[config.mk]
export PLATFORM = sky130hd
export DESIGN_NAME = dgrw_side_init
export DESIGN_NICKNAME = d
export VERILOG_FILES = /design/src/sv/dgrw_pkg.sv /design/src/sv/dgrw_side_init.sv
export SDC_FILE = /design/constraint.sdc
export NUM_CORES = 1
export LEC_CHECK = 0
export ABC_AREA = 1
export BUFFER_PORTS_ARGS = -buffer_cell sky130_fd_sc_hd__buf_2
export CORE_ASPECT_RATIO = 1.75
export CORE_MARGIN = 5
export CORE_UTILIZATION = 30
export CTS_CLUSTER_SIZE = 8
export DETAILED_ROUTE_END_ITERATION = 8
export RECOVER_POWER = 100
export SLEW_MARGIN = 20
export SYNTH_ARGS = -nofsm -noshare
export SYNTH_HDL_FRONTEND = slang
export SYNTH_SLANG_ARGS = --single-unit
[constraint.sdc]
create_clock -name clk -period 11.7 [get_ports clk]
set_input_delay 2.34 -clock clk [delete_from_list [all_inputs] [get_ports clk]]
set_output_delay 2.34 -clock clk [all_outputs]
set_load 0.01 [all_outputs]
[src/sv/dgrw_pkg.sv]
// Shared constants, word types and helper functions for the grid DDA ray walk
package dgrw_pkg;

	localparam int MAP_WIDTH  = 64;
	localparam int MAP_HEIGHT = 64;
	localparam int MAX_STEPS  = 128;

	localparam int CELL_W  = 6;
	localparam int POS_W   = 14;
	localparam int DIST_W  = 32;
	localparam int FRAC_W  = 15;
	localparam int FRAC_SH = 8;
	localparam int PROD_W  = FRAC_W + DIST_W;
	localparam int DIFF_W  = POS_W + 3;

	localparam int XA_W = $clog2(MAP_WIDTH);
	localparam int YA_W = $clog2(MAP_HEIGHT);
	localparam int CX_W = (XA_W > CELL_W) ? XA_W : CELL_W;
	localparam int CY_W = (YA_W > CELL_W) ? YA_W : CELL_W;
	localparam int TX_W = CX_W + 2;
	localparam int TY_W = CY_W + 2;

	localparam int MAP_DEPTH = MAP_WIDTH * MAP_HEIGHT;
	localparam int ADDR_W    = $clog2(MAP_DEPTH);
	localparam int SC_W      = $clog2(MAX_STEPS + 1);

	typedef enum logic {
		REQ_WRITE = 1'b0,
		REQ_CAST  = 1'b1
	} req_t;

	typedef enum logic [1:0] {
		FACE_NORTH = 2'd0,
		FACE_SOUTH = 2'd1,
		FACE_WEST  = 2'd2,
		FACE_EAST  = 2'd3
	} face_t;

	typedef enum logic [1:0] {
		ST_WALL  = 2'd0,
		ST_LEFT  = 2'd1,
		ST_LIMIT = 2'd2,
		ST_WRITE = 2'd3
	} status_t;

	typedef enum logic [2:0] {
		S_CLEAR,
		S_IDLE,
		S_MUL_X,
		S_MUL_Y,
		S_MUL_LD,
		S_WALK,
		S_FINISH
	} state_t;

	typedef struct packed {
		req_t              req_type;
		logic [CELL_W-1:0] cell_x;
		logic [CELL_W-1:0] cell_y;
		logic              is_wall;
		logic [POS_W-1:0]  pos_x;
		logic [POS_W-1:0]  pos_y;
		logic              dir_x_negative;
		logic              dir_y_negative;
		logic [DIST_W-1:0] ray_step_x;
		logic [DIST_W-1:0] ray_step_y;
	} in_word_t;

	typedef struct packed {
		logic [CELL_W-1:0] hit_x;
		logic [CELL_W-1:0] hit_y;
		face_t             wall_face;
		logic [DIST_W-1:0] final_side_x;
		logic [DIST_W-1:0] final_side_y;
		status_t           status;
	} out_word_t;

	typedef struct packed {
		logic              en;
		logic [ADDR_W-1:0] addr;
		logic              data;
	} ram_wr_t;

	typedef struct packed {
		logic [CELL_W-1:0] coord;
		logic [POS_W-1:0]  pos;
		logic              neg;
		logic [DIST_W-1:0] delta;
	} init_req_t;

	function automatic logic [ADDR_W-1:0] map_addr(input logic [XA_W-1:0] x,
		input logic [YA_W-1:0] y);
		map_addr = ADDR_W'(y) * ADDR_W'(MAP_WIDTH) + ADDR_W'(x);
	endfunction

	function automatic logic [DIST_W-1:0] sat_add(input logic [DIST_W-1:0] a,
		input logic [DIST_W-1:0] b);
		logic [DIST_W:0] s;
		s = {1'b0, a} + {1'b0, b};
		sat_add = s[DIST_W] ? {DIST_W{1'b1}} : s[DIST_W-1:0];
	endfunction

endpackage

[src/sv/dgrw_side_init.sv]
// Initial side distance: clamped cell fraction times delta, shifted and saturated
module dgrw_side_init (
	input  logic                        clk,
	input  dgrw_pkg::init_req_t         req,
	output logic [dgrw_pkg::DIST_W-1:0] side
);
	import dgrw_pkg::*;

	logic [DIFF_W-1:0] cell_lo;
	logic [DIFF_W-1:0] cell_hi;
	logic [DIFF_W-1:0] pos_ext;
	logic [DIFF_W-1:0] diff;
	logic [FRAC_W-1:0] frac;
	logic [PROD_W-1:0] prod_s1;

	assign cell_lo = DIFF_W'({req.coord, {FRAC_SH{1'b0}}});
	assign cell_hi = cell_lo + DIFF_W'(1 << FRAC_SH);
	assign pos_ext = DIFF_W'(req.pos);
	assign diff    = req.neg ? (pos_ext - cell_lo) : (cell_hi - pos_ext);
	assign frac    = diff[DIFF_W-1] ? '0 : diff[FRAC_W-1:0];

	always_ff @(posedge clk) begin
		prod_s1 <= PROD_W'(frac) * PROD_W'(req.delta);
	end

	assign side = (|prod_s1[PROD_W-1:DIST_W+FRAC_SH]) ? {DIST_W{1'b1}}
		: prod_s1[DIST_W+FRAC_SH-1:FRAC_SH];

endmodule

==> PnR_summary.wiki, run 1 <==
{| class="wikitable"
! Metric !! Value
|-
| Outcome || complete, but fails checks
|-
| Violations in the final reports || max-capacitance violations
|-
| Cell Rows || 115
|-
| Family of cells with the greatest summed delay on the critical path || adder cells
|-
| Buffers & Inverters on Critical Path || 8
|-
| Endpoints failing setup || 0
|-
| Final weighted congestion of routability-driven global placement || 0.947
|-
| TritonCTS Sinks || 39
|-
| Starting Density || 0.304
|-
| Min-delay worst type || in2reg
|-
| Final design area excluding fillers || 0.0185 mm^2
|-
| Largest net degree at the start of global routing || 32
|-
| Number of buffers added to fix hold violations after cts || 0
|-
| Worst endpoint required time || 11.90 ns
|-
| Proportion of register bits with asynchronous set or reset after synthesis || 0
|-
| Residual DRC count || 0
|-
| Number of slew-limit violations in the final report || 0
|-
| Filler Cells Inserted || 6071
|-
| Floorplan die area || 0.0620 mm^2
|-
| Actual transition at the worst max-transition pin || 1.50 ns
|-
| Chip width || 190 um
|-
| Reg clk slew, reported paths || 0.06 ns
|-
| Setup Total Neg Slack || 0 ns
|-
| Achievable clock frequency || 95.3 MHz
|-
| Regs by FF count || prod_s1 (39)
|-
| Count of distinct cell types in the synthesized netlist || 43
|-
| Cells after synthesis || 2211
|-
| Pre-antenna DRT Iters || 6
|-
| Final period demand of the worst path || 10.49 ns
|-
| Placed Instance Area || 0.0184 mm^2
|-
| Cells resized by post-CTS repair || 0
|-
| Start-to-end type of the worst setup path || in2reg
|-
| Number of setup buffers added after CTS || 0
|-
| Proportion of synthesized chip area in sequential cells || 0.0457
|-
| Nets || 2825
|-
| Data arrival, critical path || 10.70 ns
|-
| Antenna violations before repair || 1
|-
| Detailed-route wire length || 56.1 mm
|-
| Warnings, synthesis || 0
|-
| Flip-flop count of the largest register after layout || 39
|-
| Total congestion overflow after global routing || 0
|-
| Crit start category || input pin
|-
| CTS Root Cell || clkbuf_16
|-
| Routed wire length per instance || 18.6 um
|-
| Number of nets with antenna violations after routing || 0
|-
| Finished Core Util || 0.328
|-
| Number of enable flip-flop cells after synthesis || 0
|-
| Hpwl dp || 48.2 mm
|-
| Most frequently used flop master after synthesis || dfxtp_1
|-
| I/O pin count || 86
|-
| Layout cells sized above 1 || 0.0483
|-
| Count of input and output buffers || 85
|-
| Core ar. || 0.0563 mm^2
|-
| Overall fraction of global-route tracks in use || 0.184
|-
| Number of global-route vias before repair || 15900
|-
| Starting DRT DRC Count || 719
|-
| Via-per-instance ratio || 4.75
|-
| Clock H-tree levels || 2
|-
| Number of storage elements in the synthesis netlist || 39
|-
| Maximum buffer depth of the clock tree || 2
|-
| Slowest cell delay on critical path || 0.71 ns
|-
| Via count || 14300
|-
| Global-route wire length before repair || 88.6 mm
|-
| Unrepaired setup endpoints after global routing || false
|-
| CTS Buf Count || 5
|-
| Synthesized area per cell || 7.72 um^2
|-
| Synthesized Nets || 2780
|-
| Synth-to-layout area growth || 8.14%
|-
| Cell Area, Synth || 0.0171 mm^2
|-
| Register with the highest flop count || prod_s1
|-
| Die height || 326 um
|-
| Critical path's slowest cell || o21ai_0
|-
| TritonCTS clock tree || built
|-
| Kind of capture point of the worst setup path || flip-flop
|-
| Critical path fanouts, max || 13
|-
| Max_slew headroom || 0.00127
|-
| Max Cap Violations || 1
|-
| Fin crit share || 0.897
|-
| Final-report hold violation count || 0
|-
| Antenna Diode Count || 0
|}
## area by class of cell
type,instances,area [um^2],share of cell area
clock buffer,6,139,0.00752
sequential,39,781,0.0423
clock inverter,2,38.8,0.00210
timing repair buffer,105,534,0.0289
inverter,574,2150,0.117
tap,760,951,0.0515
multi-input combinational,1531,13900,0.751
## cells in the mapped netlist (5+ instances only)
cell type / instances / area share
nor3_1: 12 / 0.0035
fa_1: 389 / 0.46
clkinv_1: 7 / 0.0015
inv_2: 7 / 0.0015
nand3_1: 23 / 0.0067
o21ai_0: 32 / 0.0094
nand2_1: 440 / 0.097
a31oi_1: 23 / 0.0084
xor2_1: 30 / 0.015
dfxtp_1: 39 / 0.046
o21a_1: 7 / 0.0031
inv_1: 560 / 0.12
ha_1: 126 / 0.092
o21bai_1: 5 / 0.0022
nand2_2: 6 / 0.0022
clkbuf_1: 32 / 0.0070
xnor2_1: 13 / 0.0067
nor2_1: 304 / 0.067
buf_2: 10 / 0.0029
a21oi_1: 80 / 0.023
buf_1: 25 / 0.0055
nor4_1: 5 / 0.0018
## tightest hold or removal path: cells and delay by family
| family | cells | cell delay, ns |
|---|---|---|
| XOR/XNOR | 1 | 0.17 |
| buffers and inverters | 1 | 0.18 |
| AND/OR/NAND/NOR | 4 | 0.35 |
## metal layers
metal,part of all wire,track usage,vias up
met5,0.00023,0,-
met4,0.072,0.103,2
met3,0.041,0.0132,185
met2,0.54,0.352,504
met1,0.34,0.196,7138
li1,-,-,6495
## through the flow
stage                     hold WS (ns)  cells  setup slack (ns)
final                             2.81   3017              1.21
after global routing              2.83   3017             0.861
after CTS                         2.79   3017              1.56
after detailed placement          2.82   3009              1.29
after global placement            2.82   3009              1.27
after floorplan                   2.73   2211              2.63
## worst paths after layout
check	startpoint	depth (start not counted)	to
max	req[45]	31	prod_s1[32]
min	req[0]	6	prod_s1[8]
## cell families (layout without fill, tap and decap cells)
family,count (synthesis),count (layout),synth area share
adder cells (fa/ha/maj),515,515,0.548
XOR/XNOR,43,43,0.0221
flip-flops,39,39,0.0457
AND/OR/NAND/NOR,806,806,0.186
AO/OA/AOI/OAI,167,167,0.0558
buffers and inverters,641,687,0.142
## cells in the final DEF (no fill, tap or decap), types with 9 or more instances in the layout
cell      netlist  final
a21oi_1        80     81
nand3_1        23     23
buf_4           0     19
xnor2_1        13     13
nor2_2          3      9
a31oi_1        23     23
nand2_1       440    442
dfxtp_1        39     39
fa_1          389    389
ha_1          126    126
xor2_1         30     30
nor2_1        304    298
o21ai_0        32     36
nor3_1         12     12
clkbuf_1       32     31
buf_2          10     55
inv_1         560    561
Power of run 1 is left out: the tool's default activity adds up to more than one toggle a clock period on the data nets, which glitch-free logic cannot reach.
==> run 2: changes to the inputs <==
- BUFFER_PORTS_ARGS: -buffer_cell sky130_fd_sc_hd__buf_2 -> -buffer_cell sky130_fd_sc_hd__buf_4
- SETUP_SLACK_MARGIN: default -> 0.5
==> run 2 against run 1 <==
Net effect: the run now ends clean; non-clock buffer count grew 3; routed wire length increased by 1.1%; sequential share of layout area barely moved; utilization is 0.28 points higher; die area unchanged; critical endpoint is now prod_s1[37]; largest cell class unchanged; highest routed layer is now met4.
==> PnR_summary.wiki, run 2 (same netlist as run 1, synthesis figures left out) <==
{| class="wikitable"
! Metric !! Value
|-
| Final-report hold violation count || 0
|-
| Hpwl dp || 49.4 mm
|-
| Floorplan die area || 0.0620 mm^2
|-
| CTS Buf Count || 5
|-
| Hold Crit Depth || 6
|-
| Multi-input gate area in the final layout || 0.0139 mm^2
|-
| TritonCTS Sinks || 39
|-
| Antenna violations before repair || 0
|-
| Data arrival, critical path || 11.09 ns
|-
| Setup Total Neg Slack || 0 ns
|-
| TritonCTS clock tree || built
|-
| Pre-antenna DRT Iters || 7
|-
| Global-route wire length before repair || 88.9 mm
|-
| Reg clk slew, reported paths || 0.07 ns
|-
| Number of global-route vias before repair || 16000
|-
| Outcome || finished clean
|-
| Top cell by count, worst path || fa_1
|-
| Start-to-end type of the worst setup path || in2reg
|-
| Nets || 2828
|-
| Overall fraction of global-route tracks in use || 0.186
|-
| Routed wire length per instance || 18.8 um
|-
| Hold-critical path endpoint || prod_s1[8]
|-
| CTS Root Cell || clkbuf_16
|-
| Detailed-route wire length || 56.7 mm
|-
| Critical path's slowest cell || nor2_1
|-
| Register with the highest flop count || prod_s1
|-
| Critical path fanouts, max || 13
|-
| Maximum buffer depth of the clock tree || 2
|-
| Final weighted congestion of routability-driven global placement || 0.937
|-
| Via-per-instance ratio || 4.75
|-
| Starting DRT DRC Count || 730
|-
| Starting Density || 0.304
|-
| Max Cap Violations || 0
|-
| Sequential cell area in the final layout || 781 um^2
|-
| Final period demand of the worst path || 10.91 ns
|-
| Largest net degree at the start of global routing || 31
|-
| Residual DRC count || 0
|-
| Total congestion overflow after global routing || 0
|-
| Number of buffers added to fix hold violations after cts || 0
|-
| Worst endpoint required time || 11.88 ns
|-
| Crit start category || input pin
|-
| Number of slew-limit violations in the final report || 0
|-
| Unrepaired setup endpoints after global routing || false
|-
| Cells resized by post-CTS repair || 0
|-
| Chip width || 190 um
|-
| Min-delay worst type || in2reg
|-
| Most common library cell in the layout ignoring fill and taps || inv_1
|-
| HP Start || req[0]
|-
| Achievable clock frequency || 91.6 MHz
|-
| Filler Cells Inserted || 6019
|-
| Layout cells sized above 1 || 0.0487
|-
| Fin crit share || 0.933
|-
| Count of input and output buffers || 85
|-
| Cell Rows || 115
|-
| Endpoints failing setup || 0
|-
| Clock H-tree levels || 2
|-
| Max_slew headroom || 0.0385
|-
| Regs by FF count || prod_s1 (39)
|-
| Via count || 14300
|-
| Flip-flop count of the largest register after layout || 39
|-
| I/O pin count || 86
|-
| Slowest cell delay on critical path || 1.00 ns
|-
| Number of setup buffers added after CTS || 0
|-
| Die height || 326 um
|-
| Top library cells by usage in the layout, fill and taps aside || 560 x inv_1, 443 x nand2_1, 389 x fa_1, 299 x nor2_1, 126 x ha_1
|-
| Actual transition at the worst max-transition pin || 1.44 ns
|-
| Core ar. || 0.0563 mm^2
|-
| Synth-to-layout area growth || 9.06%
|-
| Antenna Diode Count || 0
|-
| Kind of capture point of the worst setup path || flip-flop
|-
| Number of nets with antenna violations after routing || 0
|}
[run 2: cell count changes in the layout (fill, tap and decap cells not counted), sizes merged]
cell | before | now
buf | 74 | 75
clkinvlp | 0 | 1
clkbuf | 37 | 38
[run 2: worst max-delay path: cells and delay by family]
kind                     cells  cell delay [ns]
buffers and inverters        9             1.02
AND/OR/NAND/NOR              6             2.03
AO/OA/AOI/OAI                6             1.37
adder cells (fa/ha/maj)      9             4.14
XOR/XNOR                     1             0.18
[run 2: worst max path at each step]
| stage | startpoint | end | slack (ns) | cells past startpoint |
|---|---|---|---|---|
| after floorplan | req[45] | prod_s1[42] | 2.63 | 33 |
| after global placement | req[45] | prod_s1[37] | 0.83 | 31 |
| after detailed placement | req[45] | prod_s1[37] | 0.82 | 31 |
| after CTS | req[45] | prod_s1[37] | 1.14 | 31 |
| after global routing | req[45] | prod_s1[41] | 0.43 | 33 |
| final | req[45] | prod_s1[37] | 0.79 | 31 |
[run 2: layer usage]
layer	up-vias	share of wire	GRT usage
met5	-	0	0
met4	0	0.078	0.114
met3	187	0.036	0.0149
met2	458	0.55	0.356
met1	7203	0.34	0.192
li1	6494	-	-
[run 2: area by class of cell]
class,instances,share of cell area
repair buffers,108,0.0378
flip-flops and latches,39,0.0419
multi-input cells,1531,0.744
inverters,574,0.116
clock inverters,3,0.00249
well taps,760,0.0511
clock buffers,5,0.00672
[run 2: per-stage QoR]
stage | instances | util | worst slack, ns | hold WS [ns] | area (um^2)
CTS | 3020 | 0.334 | 1.14 | 2.78 | 18800
global placement | 3012 | 0.331 | 0.828 | 2.82 | 18600
detailed placement | 3012 | 0.331 | 0.824 | 2.82 | 18600
global route | 3020 | 0.331 | 0.431 | 2.80 | 18600
finish | 3020 | 0.331 | 0.788 | 2.82 | 18600
floorplan | 2211 | - | 2.63 | 2.73 | 17100
Power of run 2 is left out for the same reason.
==> run 3: changes to the inputs <==
- CORE_UTILIZATION: 30 -> 50
- PLACE_DENSITY: default -> 0.67
==> run 3 against run 2 <==
Net effect: setup slack got worse by 0.14 ns; die area decreased by 39%; maximum frequency decreased by 1.2%; critical path type unchanged; critical endpoint is now prod_s1[42].
==> PnR_summary.wiki, run 3 (same netlist as run 1, synthesis figures left out) <==
{| class="wikitable"
! Metric !! Value
|-
| Final-report hold violation count || 0
|-
| Number of nets with antenna violations after routing || 0
|-
| Most common library cell in the layout ignoring fill and taps || inv_1
|-
| Number of slew-limit violations in the final report || 0
|-
| Hold-critical path endpoint || prod_s1[8]
|-
| Via count || 14400
|-
| Number of global-route vias before repair || 16100
|-
| Residual DRC count || 0
|-
| Starting Density || 0.506
|-
| Slowest cell delay on critical path || 0.84 ns
|-
| Min-delay worst type || in2reg
|-
| Achievable clock frequency || 90.5 MHz
|-
| Top cell by count, worst path || fa_1
|-
| Register with the highest flop count || prod_s1
|-
| Chip width || 150 um
|-
| Worst endpoint required time || 11.90 ns
|-
| Die height || 254 um
|-
| Data arrival, critical path || 11.24 ns
|-
| Setup Total Neg Slack || 0 ns
|-
| Max Cap Violations || 0
|-
| I/O pin count || 86
|-
| Clock H-tree levels || 2
|-
| Largest net degree at the start of global routing || 33
|-
| Global-route wire length before repair || 86.2 mm
|-
| Floorplan die area || 0.0381 mm^2
|-
| CTS Root Cell || clkbuf_16
|-
| Fin crit share || 0.944
|-
| Outcome || finished clean
|-
| Antenna violations before repair || 0
|-
| Finished Core Util || 0.540
|-
| Hpwl dp || 46.6 mm
|-
| HP Start || req[0]
|-
| Regs by FF count || prod_s1 (39)
|-
| Routed wire length per instance || 19.8 um
|-
| Top library cells by usage in the layout, fill and taps aside || 561 x inv_1, 442 x nand2_1, 389 x fa_1, 299 x nor2_1, 126 x ha_1
|-
| CTS Buf Count || 5
|-
| Critical path's slowest cell || nor2_1
|-
| Overall fraction of global-route tracks in use || 0.297
|-
| Total congestion overflow after global routing || 0
|-
| Kind of capture point of the worst setup path || flip-flop
|-
| Nets || 2824
|-
| Detailed-route wire length || 53.8 mm
|-
| Antenna Diode Count || 0
|-
| Synth-to-layout area growth || 6.70%
|-
| Reg clk slew, reported paths || 0.06 ns
|-
| Start-to-end type of the worst setup path || in2reg
|-
| Final period demand of the worst path || 11.05 ns
|-
| Hold Crit Depth || 6
|-
| Count of input and output buffers || 85
|-
| Flip-flop count of the largest register after layout || 39
|-
| Cell Rows || 89
|-
| Critical path fanouts, max || 14
|-
| Layout cells sized above 1 || 0.0465
|-
| Number of setup buffers added after CTS || 0
|-
| TritonCTS clock tree || built
|-
| Maximum buffer depth of the clock tree || 2
|-
| Number of buffers added to fix hold violations after cts || 0
|-
| Final weighted congestion of routability-driven global placement || 0.992
|-
| TritonCTS Sinks || 39
|-
| Core ar. || 0.0337 mm^2
|-
| Starting DRT DRC Count || 665
|-
| Cells resized by post-CTS repair || 0
|-
| Actual transition at the worst max-transition pin || 1.43 ns
|-
| Via-per-instance ratio || 5.32
|-
| Endpoints failing setup || 0
|-
| Crit start category || input pin
|-
| Max_slew headroom || 0.0445
|-
| Pre-antenna DRT Iters || 7
|-
| Unrepaired setup endpoints after global routing || false
|}
[run 3: cell types whose count changed in the layout (fill, tap and decap cells not counted), sizes merged]
cell / delta
clkbuf: +2
inv: -1
bufinv: +1
clkinvlp: -1
buf: -5
[run 3: critical path: cells and delay by family]
family / cells / cell delay [ns]
fa+ha+maj: 9 / 4.16
simple gates: 7 / 2.03
compound gates: 6 / 1.72
buf+inv: 8 / 0.98
[run 3: per-layer routing]
metal | vias up | global-route usage | share of wire
li1 | 6493 | - | -
met1 | 7193 | 0.312 | 0.33
met2 | 530 | 0.558 | 0.54
met3 | 210 | 0.0284 | 0.044
met4 | 0 | 0.193 | 0.082
met5 | - | 0 | 0
[run 3: per-stage QoR]
| step | instances | hold WS (ns) | setup slack (ns) | instance area [um^2] |
|---|---|---|---|---|
| 2_1_floorplan | 2211 | 2.73 | 2.63 | 17100 |
| 3_3_place_gp | 2703 | 2.82 | 0.726 | 18200 |
| 3_5_place_dp | 2703 | 2.81 | 0.738 | 18200 |
| 4_1_cts | 2711 | 2.74 | 1.04 | 18400 |
| 5_1_grt | 2711 | 2.77 | 0.337 | 18200 |
| 6_report | 2711 | 2.73 | 0.653 | 18200 |
[run 3: how the worst max path moves through the flow]
stage,from,endpoint,slack (ns),cells past startpoint
finish,req[45],prod_s1[42],0.65,30
global route,req[45],prod_s1[42],0.34,30
CTS,req[45],prod_s1[37],1.04,31
detailed placement,req[45],prod_s1[37],0.74,31
global placement,req[45],prod_s1[37],0.73,31
floorplan,req[45],prod_s1[42],2.63,33
[run 3: final cells by class]
class	count	area (um^2)
Clock buffer	6	129
Clock inverter	2	60.1
Fill cell	3322	15500
Inverter	574	2150
Multi-Input combinational cell	1531	13900
Sequential cell	39	781
Tap cell	455	569
Timing Repair Buffer	104	654
Power of run 3 is left out for the same reason.
