<file path="config.mk">
export PLATFORM = sky130hd
export DESIGN_NAME = dgrw_walk_ctrl
export DESIGN_NICKNAME = d
export VERILOG_FILES = /design/src/sv/dgrw_pkg.sv /design/src/sv/dgrw_walk_ctrl.sv
export SDC_FILE = /design/constraint.sdc
export NUM_CORES = 1
export LEC_CHECK = 0
export BUFFER_PORTS_ARGS = -buffer_cell sky130_fd_sc_hd__buf_2
export CAP_MARGIN = 20
export CORE_MARGIN = 3
export CORE_UTILIZATION = 39
export DETAILED_ROUTE_END_ITERATION = 12
export GPL_ROUTABILITY_DRIVEN = 0
export HOLD_SLACK_MARGIN = 0.12
export PLACE_DENSITY = 0.58
export SETUP_SLACK_MARGIN = 0.1
export SKIP_CTS_REPAIR_TIMING = 1
export SLEW_MARGIN = 20
export SYNTH_ARGS = -nofsm -noshare
export SYNTH_HDL_FRONTEND = slang
export SYNTH_SLANG_ARGS = --single-unit
</file>
<file path="constraint.sdc">
create_clock -name clk -period 5.8 [get_ports clk]
set_input_delay 1.45 -clock clk [delete_from_list [all_inputs] [get_ports clk]]
set_output_delay 1.45 -clock clk [all_outputs]
set_load 0.05 [all_outputs]
</file>
<file path="src/sv/dgrw_pkg.sv">
// Shared constants, word types and helper functions for the grid DDA ray walk
package dgrw_pkg;

	localparam int MAP_WIDTH  = 64;
	localparam int MAP_HEIGHT = 64;
	localparam int MAX_STEPS  = 128;

	localparam int CELL_W  = 6;
	localparam int POS_W   = 14;
	localparam int DIST_W  = 32;
	localparam int FRAC_W  = 15;
	localparam int FRAC_SH = 8;
	localparam int PROD_W  = FRAC_W + DIST_W;
	localparam int DIFF_W  = POS_W + 3;

	localparam int XA_W = $clog2(MAP_WIDTH);
	localparam int YA_W = $clog2(MAP_HEIGHT);
	localparam int CX_W = (XA_W > CELL_W) ? XA_W : CELL_W;
	localparam int CY_W = (YA_W > CELL_W) ? YA_W : CELL_W;
	localparam int TX_W = CX_W + 2;
	localparam int TY_W = CY_W + 2;

	localparam int MAP_DEPTH = MAP_WIDTH * MAP_HEIGHT;
	localparam int ADDR_W    = $clog2(MAP_DEPTH);
	localparam int SC_W      = $clog2(MAX_STEPS + 1);

	typedef enum logic {
		REQ_WRITE = 1'b0,
		REQ_CAST  = 1'b1
	} req_t;

	typedef enum logic [1:0] {
		FACE_NORTH = 2'd0,
		FACE_SOUTH = 2'd1,
		FACE_WEST  = 2'd2,
		FACE_EAST  = 2'd3
	} face_t;

	typedef enum logic [1:0] {
		ST_WALL  = 2'd0,
		ST_LEFT  = 2'd1,
		ST_LIMIT = 2'd2,
		ST_WRITE = 2'd3
	} status_t;

	typedef enum logic [2:0] {
		S_CLEAR,
		S_IDLE,
		S_MUL_X,
		S_MUL_Y,
		S_MUL_LD,
		S_WALK,
		S_FINISH
	} state_t;

	typedef struct packed {
		req_t              req_type;
		logic [CELL_W-1:0] cell_x;
		logic [CELL_W-1:0] cell_y;
		logic              is_wall;
		logic [POS_W-1:0]  pos_x;
		logic [POS_W-1:0]  pos_y;
		logic              dir_x_negative;
		logic              dir_y_negative;
		logic [DIST_W-1:0] ray_step_x;
		logic [DIST_W-1:0] ray_step_y;
	} in_word_t;

	typedef struct packed {
		logic [CELL_W-1:0] hit_x;
		logic [CELL_W-1:0] hit_y;
		face_t             wall_face;
		logic [DIST_W-1:0] final_side_x;
		logic [DIST_W-1:0] final_side_y;
		status_t           status;
	} out_word_t;

	typedef struct packed {
		logic              en;
		logic [ADDR_W-1:0] addr;
		logic              data;
	} ram_wr_t;

	typedef struct packed {
		logic [CELL_W-1:0] coord;
		logic [POS_W-1:0]  pos;
		logic              neg;
		logic [DIST_W-1:0] delta;
	} init_req_t;

	function automatic logic [ADDR_W-1:0] map_addr(input logic [XA_W-1:0] x,
		input logic [YA_W-1:0] y);
		map_addr = ADDR_W'(y) * ADDR_W'(MAP_WIDTH) + ADDR_W'(x);
	endfunction

	function automatic logic [DIST_W-1:0] sat_add(input logic [DIST_W-1:0] a,
		input logic [DIST_W-1:0] b);
		logic [DIST_W:0] s;
		s = {1'b0, a} + {1'b0, b};
		sat_add = s[DIST_W] ? {DIST_W{1'b1}} : s[DIST_W-1:0];
	endfunction

endpackage

</file>
<file path="src/sv/dgrw_walk_ctrl.sv">
// Sequencer: map clear sweep, map writes, side setup and the cell-by-cell walk
module dgrw_walk_ctrl (
	input  logic                        clk,
	input  logic                        arst_n,
	input  logic                        in_valid,
	output logic                        in_ready,
	input  dgrw_pkg::in_word_t          in_data,
	output logic                        res_valid,
	input  logic                        res_ready,
	output dgrw_pkg::out_word_t         res_data,
	output dgrw_pkg::ram_wr_t           ram_wr,
	output logic [dgrw_pkg::ADDR_W-1:0] ram_raddr,
	input  logic                        ram_rdata,
	output dgrw_pkg::init_req_t         init_req,
	input  logic [dgrw_pkg::DIST_W-1:0] init_side
);
	import dgrw_pkg::*;

	localparam logic [TX_W-1:0] MAP_W_T = TX_W'(MAP_WIDTH);
	localparam logic [TY_W-1:0] MAP_H_T = TY_W'(MAP_HEIGHT);

	state_t state_q, state_d;

	logic [ADDR_W-1:0] clr_q;
	logic [SC_W-1:0]   steps_q;
	logic              pend_q;
	logic [CX_W-1:0]   cur_x_q;
	logic [CY_W-1:0]   cur_y_q;
	logic [DIST_W-1:0] side_x_q;
	logic [DIST_W-1:0] side_y_q;
	logic [DIST_W-1:0] dx_q;
	logic [DIST_W-1:0] dy_q;
	logic [POS_W-1:0]  px_q;
	logic [POS_W-1:0]  py_q;
	logic              nx_q;
	logic              ny_q;
	face_t             face_q;
	out_word_t         res_q;

	logic              step_x;
	logic [DIST_W-1:0] nside_x;
	logic [DIST_W-1:0] nside_y;
	logic [TX_W-1:0]   cx_ext;
	logic [TY_W-1:0]   cy_ext;
	logic [TX_W-1:0]   tx;
	logic [TY_W-1:0]   ty;
	logic              x_past;
	logic              y_past;
	logic              in_map;
	face_t             face_n;
	logic              wr_inside;

	logic    do_write;
	logic    do_cast;
	logic    do_step;
	logic    do_end;
	logic    end_left;
	status_t end_status;

	assign step_x  = side_x_q < side_y_q;
	assign nside_x = step_x ? sat_add(side_x_q, dx_q) : side_x_q;
	assign nside_y = step_x ? side_y_q : sat_add(side_y_q, dy_q);
	assign cx_ext  = TX_W'(cur_x_q);
	assign cy_ext  = TY_W'(cur_y_q);

	always_comb begin
		tx = cx_ext;
		ty = cy_ext;
		if (step_x) begin
			tx = nx_q ? (cx_ext - TX_W'(1)) : (cx_ext + TX_W'(1));
		end else begin
			ty = ny_q ? (cy_ext - TY_W'(1)) : (cy_ext + TY_W'(1));
		end
	end

	assign x_past = !tx[TX_W-1] && ({tx, {FRAC_SH{1'b0}}} > (TX_W+FRAC_SH)'(px_q));
	assign y_past = !ty[TY_W-1] && ({ty, {FRAC_SH{1'b0}}} > (TY_W+FRAC_SH)'(py_q));
	assign face_n = step_x ? (x_past ? FACE_WEST : FACE_EAST)
		: (y_past ? FACE_NORTH : FACE_SOUTH);
	assign in_map = !tx[TX_W-1] && (tx < MAP_W_T) && !ty[TY_W-1] && (ty < MAP_H_T);

	assign ram_raddr = map_addr(tx[XA_W-1:0], ty[YA_W-1:0]);
	assign wr_inside = (TX_W'(in_data.cell_x) < MAP_W_T) && (TY_W'(in_data.cell_y) < MAP_H_T);

	always_comb begin
		if (state_q == S_MUL_X) begin
			init_req = '{coord: cur_x_q[CELL_W-1:0], pos: px_q, neg: nx_q, delta: dx_q};
		end else begin
			init_req = '{coord: cur_y_q[CELL_W-1:0], pos: py_q, neg: ny_q, delta: dy_q};
		end
	end

	always_comb begin
		state_d    = state_q;
		in_ready   = 1'b0;
		res_valid  = 1'b0;
		ram_wr     = '0;
		do_write   = 1'b0;
		do_cast    = 1'b0;
		do_step    = 1'b0;
		do_end     = 1'b0;
		end_left   = 1'b0;
		end_status = ST_WALL;
		case (state_q)
			S_CLEAR: begin
				ram_wr.en   = 1'b1;
				ram_wr.addr = clr_q;
				ram_wr.data = 1'b0;
				if (clr_q == ADDR_W'(MAP_DEPTH - 1)) begin
					state_d = S_IDLE;
				end
			end
			S_IDLE: begin
				in_ready = 1'b1;
				if (in_valid) begin
					if (in_data.req_type == REQ_WRITE) begin
						do_write    = 1'b1;
						ram_wr.en   = wr_inside;
						ram_wr.addr = map_addr(XA_W'(in_data.cell_x), YA_W'(in_data.cell_y));
						ram_wr.data = in_data.is_wall;
						state_d     = S_FINISH;
					end else begin
						do_cast = 1'b1;
						state_d = S_MUL_X;
					end
				end
			end
			S_MUL_X:  state_d = S_MUL_Y;
			S_MUL_Y:  state_d = S_MUL_LD;
			S_MUL_LD: state_d = S_WALK;
			S_WALK: begin
				if (pend_q && ram_rdata) begin
					do_end     = 1'b1;
					end_status = ST_WALL;
				end else if (steps_q == SC_W'(MAX_STEPS)) begin
					do_end     = 1'b1;
					end_status = ST_LIMIT;
				end else if (!in_map) begin
					do_end     = 1'b1;
					end_left   = 1'b1;
					end_status = ST_LEFT;
				end else begin
					do_step = 1'b1;
				end
				if (do_end) begin
					state_d = S_FINISH;
				end
			end
			S_FINISH: begin
				res_valid = 1'b1;
				if (res_ready) begin
					state_d = S_IDLE;
				end
			end
			default: state_d = S_IDLE;
		endcase
	end

	always_ff @(posedge clk or negedge arst_n) begin
		if (!arst_n) begin
			state_q <= S_CLEAR;
		end else begin
			state_q <= state_d;
		end
	end

	always_ff @(posedge clk or negedge arst_n) begin
		if (!arst_n) begin
			clr_q   <= '0;
			steps_q <= '0;
			pend_q  <= 1'b0;
		end else begin
			if (state_q == S_CLEAR) begin
				clr_q <= clr_q + ADDR_W'(1);
			end
			if (do_cast) begin
				steps_q <= '0;
				pend_q  <= 1'b0;
			end else if (do_step) begin
				steps_q <= steps_q + SC_W'(1);
				pend_q  <= 1'b1;
			end else if (do_end) begin
				pend_q <= 1'b0;
			end
		end
	end

	always_ff @(posedge clk) begin
		if (do_cast) begin
			cur_x_q <= CX_W'(in_data.cell_x);
			cur_y_q <= CY_W'(in_data.cell_y);
			px_q    <= in_data.pos_x;
			py_q    <= in_data.pos_y;
			nx_q    <= in_data.dir_x_negative;
			ny_q    <= in_data.dir_y_negative;
			dx_q    <= in_data.ray_step_x;
			dy_q    <= in_data.ray_step_y;
			face_q  <= FACE_NORTH;
		end
		if (state_q == S_MUL_Y) begin
			side_x_q <= init_side;
		end
		if (state_q == S_MUL_LD) begin
			side_y_q <= init_side;
		end
		if (do_step) begin
			cur_x_q  <= tx[CX_W-1:0];
			cur_y_q  <= ty[CY_W-1:0];
			side_x_q <= nside_x;
			side_y_q <= nside_y;
			face_q   <= face_n;
		end
		if (do_write) begin
			res_q.hit_x        <= in_data.cell_x;
			res_q.hit_y        <= in_data.cell_y;
			res_q.wall_face    <= FACE_NORTH;
			res_q.final_side_x <= '0;
			res_q.final_side_y <= '0;
			res_q.status       <= ST_WRITE;
		end
		if (do_end) begin
			res_q.hit_x        <= cur_x_q[CELL_W-1:0];
			res_q.hit_y        <= cur_y_q[CELL_W-1:0];
			res_q.wall_face    <= end_left ? face_n : face_q;
			res_q.final_side_x <= end_left ? nside_x : side_x_q;
			res_q.final_side_y <= end_left ? nside_y : side_y_q;
			res_q.status       <= end_status;
		end
	end

	assign res_data = res_q;

	a_pend_in_walk: assert property (@(posedge clk) disable iff (!arst_n)
		pend_q |-> state_q == S_WALK)
		else $error("wall check pending outside the walk");

	a_step_bound: assert property (@(posedge clk) disable iff (!arst_n)
		state_q == S_WALK |-> steps_q <= SC_W'(MAX_STEPS))
		else $error("step count beyond limit");

	a_cell_in_map: assert property (@(posedge clk) disable iff (!arst_n)
		pend_q |-> ({1'b0, cur_x_q} < (CX_W+1)'(MAP_WIDTH))
			&& ({1'b0, cur_y_q} < (CY_W+1)'(MAP_HEIGHT)))
		else $error("walk reached a cell outside the map");

	a_step_count: assert property (@(posedge clk) disable iff (!arst_n)
		do_step |=> pend_q && (steps_q == $past(steps_q) + SC_W'(1)))
		else $error("step not recorded");

	a_result_hold: assert property (@(posedge clk) disable iff (!arst_n)
		(state_q == S_FINISH && !res_ready) |=> state_q == S_FINISH && $stable(res_q))
		else $error("result dropped before hand-off");

endmodule

</file>
==> flow_summary.yaml, run 1 <==
layout:
  design_area_mm2: 0.02050
  nets: 2188
  drive_gt1_share_pct: 25.20
  fill_cells: 3972
  stdcell_count: 2529
  diodes: 0
  syn_to_final_growth_pct: 20.61
global_route:
  grt_overflow_total: 0
  grtUsageMet1_pct: 31.58
  grt_pass1_wl_um: 87080
  grt_max_degree: 67
  grt_util_met2_pct: 39.91
  grt.busiest_layer: "met2"
  antenna_found_initial: 2
  grt_use_total_pct: 24.35
  grt_pass1_vias: 14620
  grt_use_met3_pct: 5.099
synth:
  synth_area_mm2: 0.01700
  async_reset_ff_share_pct: 8.696
  syn-instance-count: 1625
  yosysMostFrequentCell: "edfxtp_1"
  yosysUniqueCellTypes: 83
  yosysWarnings: 0
  yosys.area.top_type_share_pct: 44.51
  ys_top_cells_by_count: "edfxtp_1 (252), nand2_1 (149), o21ai_0 (141)"
  synth_area_leaders: "edfxtp_1 (45%), ha_1 (8.5%), o21ai_0 (4.2%)"
  synth_area_per_cell_um2: 10.46
  ys.flop_type: "edfxtp_1"
  yosys_register_bits: 276
  synth_nets: 1888
  yosysSeqAreaShare_pct: 48.04
  synth_edf_count: 252
  yosys.area.top_type: "edfxtp_1"
place:
  port_buffers: 305
  dp.cells: 2465
  hpwlAfterDp_um: 42270
  post_dp_cell_area_mm2: 0.01926
clocking:
  cts_tree: "built"
  clk_latency_ps: 550
  numCtsBuffers: 35
  cts_root_buffer: "clkbuf_16"
  cts_sinks: 276
  clockBufferDepth: 3
  clkTransAtPathRegs_ps: 60
  cts_max_level: 2
timing:
  rsz0062_at_grt: "no"
  fmax_mhz: 187.0
  hold_violations: 0
  maxSlewHeadroom_pct: 29.10
  slew_viol_final: 0
  min_period_over_period_pct: 92.22
  tightest_slew_ps: 1062
  fin_hold_ws_ps: 500.2
  clock_skew_ps: 20.97
  setup_viol: 0
  setup-tns-final_ps: 0
  finalCriticalPeriod_ps: 5349
setup_path:
  crit_type: "flop to output port"
  end_kind: "output port"
  critical_path_required_ps: 4350
  worstPathArrival_ps: 3900
  critPathMaxFanout: 26
  worstSetupStartpointType: "flop"
flow_run:
  drv_cap: 0
power:
  ir_worst_vdd_v: 0.0005357
  power_mw: 12.08
  power.density_mw_per_mm2: 589.2
  p_leak_nw: 8.272
routing:
  routed_wl_um: 57730
  drcViolationCount: 0
  viasPerCell: 5.730
  wl_per_cell_um: 22.83
  drtIter0Drc: 1176
  vias: 14491
  ant_nets: 0
  drtPass1Iterations: 6
die:
  core_region_area_mm2: 0.04251
  die_x_um: 214.8
  initial_core_util_pct: 39.99
  ios: 306
  row_count: 75
  die_h_um: 214.8
  fp.dieArea_mm2: 0.04613
hold_path:
  hold_class: "flop to flop"
status:
  outcome: "finished clean"
## registers in the layout, indices dropped and copies added (netlist names), 2 cells and up
name      count
py_q         14
side_y_q     32
clr_q        12
dy_q         32
face_q        2
dx_q         32
steps_q       8
cur_x_q       6
side_x_q     32
px_q         14
cur_y_q       6
res_data     80
state_q       3
## layout make-up
class,instances,area (um^2),share of cell area [%]
clock buffer,38,908.4,4.430
clock inverter,26,326.6,1.593
inverter,80,302.8,1.477
multi-input combinational,1199,8308,40.52
sequential,276,8168,39.83
tap,577,721.9,3.521
timing repair buffer,333,1769,8.628
## per-layer routing
metal  share of wire [%]  vias up  wire [um]
li1                    -     6725          -
met1                  41     6975      23530
met2                  47      668      27180
met3                 8.3      119       4767
met4                 3.9        4       2231
met5               0.047        -         27
## report_power, final
part	switching [mW]	internal [mW]	total (mW)	leakage, nW
Clock	0.904	1.45	2.36	0.604
Sequential	0.415	2.84	3.26	2.59
Combinational	4.47	2.00	6.47	5.08
Total	5.79	6.30	12.1	8.27
## worst max-delay path: stages, from the launching register on
cell       delay, ps
edfxtp_1         440
ha_1             330
a21o_1           170
a21o_1           180
a2111oi_0        480
o21ai_1          370
a21o_4           440
a21oi_1          200
xor2_1           380
buf_2            350
## metrics by stage
step	setup WS [ps]	util, %
2_1_floorplan	192.8	-
3_3_place_gp	1080	45.25
3_5_place_dp	864.2	45.32
4_1_cts	302.0	48.22
5_1_grt	259.4	48.24
6_report	451.3	48.24
## layout by cell type (no fill, tap or decap), types with 8 or more instances in the layout
master,count
buf_2,305
edfxtp_1,252
nand2_1,149
o21ai_0,141
nor2_1,134
ha_1,116
a21oi_1,90
inv_1,77
mux2_2,61
xnor2_1,48
nor3_1,40
clkbuf_16,36
a211oi_1,30
a21o_1,28
xor2_1,26
nand3_1,26
buf_4,26
nand2b_1,24
dfrtp_1,24
nand4_1,18
nor2b_1,15
a221oi_1,15
a22o_1,14
o211ai_1,14
o31ai_1,14
o21a_1,13
and3_1,13
o221ai_1,11
o22ai_1,10
and2_1,8
a2111oi_0,8
nor4_1,8
o221a_2,8
clkinv_2,8
## logic make-up (layout without fill, tap and decap cells)
group	after synthesis	count (layout)	synth area share (%)
buffers and inverters	150	477	3.518
flip-flops	276	276	48.04
AO/OA/AOI/OAI	471	471	18.34
multiplexers	68	68	4.533
AND/OR/NAND/NOR	468	468	12.98
XOR/XNOR	74	74	3.812
adder cells (fa/ha/maj)	118	118	8.772
## final timing paths
path	start	end	slack, ps	cells past startpoint
max in group asynchronous	arst_n	steps_q[6]$_DFFE_PN0P_	4520	1
setup / recovery	side_x_q[5]$_DFFE_PP_	ram_raddr[4]	450	9
hold reg to reg	clr_q[10]$_DFFE_PN0N_	clr_q[10]$_DFFE_PN0N_	500	1
min in group asynchronous	arst_n	clr_q[10]$_DFFE_PN0N_	890	1
setup reg to reg	side_x_q[5]$_DFFE_PP_	side_x_q[30]$_DFFE_PP_	810	12
hold / removal	clr_q[10]$_DFFE_PN0N_	clr_q[10]$_DFFE_PN0N_	500	1
(Power assumes the default switching activity.)
==> run 2, diff against run 1 <==
--- a/config.mk
+++ b/config.mk
@@ -11,7 +11,6 @@
 export CORE_UTILIZATION = 39
 export DETAILED_ROUTE_END_ITERATION = 12
 export GPL_ROUTABILITY_DRIVEN = 0
-export HOLD_SLACK_MARGIN = 0.12
 export PLACE_DENSITY = 0.58
 export SETUP_SLACK_MARGIN = 0.1
 export SKIP_CTS_REPAIR_TIMING = 1
==> constraint.sdc (replaced) <==
create_clock -name clk -period 4.5 [get_ports clk]
set_input_delay 1.125 -clock clk [delete_from_list [all_inputs] [get_ports clk]]
set_output_delay 1.125 -clock clk [all_outputs]
set_load 0.05 [all_outputs]
==> flow_summary.yaml, run 2 (synthesized netlist as in run 1, its figures left out) <==
setup_path:
  crit_family: "simple AND/OR/NAND/NOR gates"
  worstSetupStartpointType: "flop"
  path_cells: "inv_1, ha_1, nand4_1, nor4_4, nor4b_2, buf_4, a21o_4, o21ai_0, xnor2_1, buf_4"
  r2r-start: "side_y_q[17]$_DFFE_PP_"
  regToRegSetupSlack_ps: 280
  rr_worst_depth: 15
  crit_buf_inv: 3
  crit_top_cell: "buf_4"
  worstPathArrival_ps: 3260
  cp_slowest_cell: "edfxtp_1"
  critical_path_required_ps: 3380
  max_stage_delay_ps: 390
  end_kind: "output port"
  rr_endpoint: "state_q[0]$_DFFE_PN0P_"
  crit_type: "flop to output port"
  critPathMaxFanout: 9
power:
  p_int_mw: 8.339
  sw_frac_of_total_pct: 47.55
  combPwrFrac_pct: 56.0
  ir_worst_vdd_v: 0.0006798
  switchingPower_mw: 7.559
  power.density_mw_per_mm2: 759.1
  p_leak_nw: 8.474
  p_clk_share_pct: 17.7
  seqPwrFrac_pct: 26.4
clocking:
  clockBufferDepth: 3
  cts_max_level: 2
  clk_latency_ps: 550
  cts_tree: "built"
  clkTransAtPathRegs_ps: 60
  cts_sinks: 276
  cts_root_buffer: "clkbuf_16"
  numCtsBuffers: 34
timing:
  setup_viol: 0
  slew_viol_final: 0
  min_period_over_period_pct: 97.54
  hold_violations: 0
  fmax_mhz: 227.8
  tightest_slew_ps: 848.6
  clock_skew_ps: 26.19
  rsz0062_at_grt: "yes"
  finalCriticalPeriod_ps: 4389
  fin_hold_ws_ps: 503.1
  maxSlewHeadroom_pct: 42.94
routing:
  drcViolationCount: 0
  drtPass1Iterations: 5
  routed_wl_um: 57580
  vias: 14663
  viasPerCell: 5.719
  drtIter0Drc: 1272
  wl_per_cell_um: 22.46
  ant_nets: 0
layout:
  final_cell_mix: "buf_2 (294), edfxtp_1 (252), nand2_1 (149), o21ai_0 (138), nor2_1 (134)"
  nets: 2225
  syn_to_final_growth_pct: 23.18
  largest_reg_flops: 80
  design_area_mm2: 0.02094
  drive_gt1_share_pct: 27.19
  layout_commonest_cell: "buf_2"
global_route:
  grt_pass1_wl_um: 86350
  grt_pass1_vias: 14536
  grt_use_total_pct: 24.07
  grt_overflow_total: 0
  antenna_found_initial: 2
  grt_max_degree: 61
die:
  die_h_um: 214.8
  die_x_um: 214.8
  initial_core_util_pct: 39.99
  ios: 306
  row_count: 75
  core_region_area_mm2: 0.04251
  fp.dieArea_mm2: 0.04613
hold_path:
  min_to: "clr_q[4]$_DFFE_PN0N_"
  hold_class: "flop to flop"
  worstHoldStart: "clr_q[4]$_DFFE_PN0N_"
  holdPathStages: 1
place:
  post_dp_cell_area_mm2: 0.01948
  hpwlAfterDp_um: 42550
  port_buffers: 305
flow_run:
  drv_cap: 0
status:
  outcome: "finished clean"
-- run 2: cell types whose count changed in the layout (fill, tap and decap cells not counted), sizes merged, moves of 3 or more --
| cell | previous run | this run |
|---|---|---|
| buf | 333 | 369 |
| bufinv | 7 | 4 |
| clkbuf | 38 | 43 |
| clkinv | 18 | 12 |
-- run 2: worst register-to-register path, cell delays in order, from the launching register on --
cell and delay, ps:
edfxtp_1 410, inv_1 130, ha_1 260, nand4_1 240, nor4_4 80, buf_4 140
a211oi_2 270, o2111ai_4 210, buf_4 200, a21oi_2 220, buf_4 160, buf_4 470
mux2_2 580, a211oi_2 430, mux2_2 240, a211oi_1 60
-- run 2: layout make-up --
cell class	instances	area, um^2
fill	3901	21570
multi-input combinational	1200	8456
clock inverter	18	196.4
clock buffer	42	922.1
timing repair buffer	370	2173
antenna	1	2.502
tap	577	721.9
inverter	80	302.8
sequential	276	8168
-- run 2: worst max-delay path by stage --
stage / start / to / slack (ps) / cells past startpoint
global route: side_y_q[25]$_DFFE_PP_ / ram_raddr[10] / 20 / 10
CTS: side_x_q[5]$_DFFE_PP_ / ram_raddr[3] / -430 / 9
detailed placement: side_x_q[5]$_DFFE_PP_ / state_q[0]$_DFFE_PN0P_ / 120 / 11
finish: side_y_q[19]$_DFFE_PP_ / ram_raddr[10] / 110 / 10
floorplan: side_x_q[5]$_DFFE_PP_ / res_data[66]$_SDFFCE_PN0P_ / 120 / 18
global placement: side_x_q[5]$_DFFE_PP_ / state_q[0]$_DFFE_PN0P_ / 290 / 11
-- run 2: per-layer routing --
layer / part of all wire [%] / vias to the layer above / GRT usage (%)
met5: 0.023 / - / 0
met4: 3.0 / 2 / 8.272
met1: 41 / 7093 / 31.08
met3: 8.5 / 109 / 5.028
met2: 48 / 664 / 40.29
li1: - / 6795 / -
-- run 2: per-stage QoR --
step                instances  setup TNS (ps)  setup slack (ps)  total power [mW]  utilization (%)
global placement         2479               0             290.9             12.49            45.80
finish                   2564               0             110.9             15.90            49.27
floorplan                1625               0             124.9             10.12                -
detailed placement       2480               0             122.3             12.61            45.83
global route             2564               0             22.83             16.84            49.27
CTS                      2540           -3223            -430.8             15.49            48.46
-- run 2: power groups by stage --
stage / clock network [mW] / logic [mW] / registers [mW]
2_1_floorplan: 0 / 5.57 / 4.55
3_3_place_gp: 0 / 8.27 / 4.21
3_5_place_dp: 0 / 8.39 / 4.23
4_1_cts: 2.87 / 8.43 / 4.18
5_1_grt: 2.97 / 9.61 / 4.26
6_report: 2.81 / 8.90 / 4.19
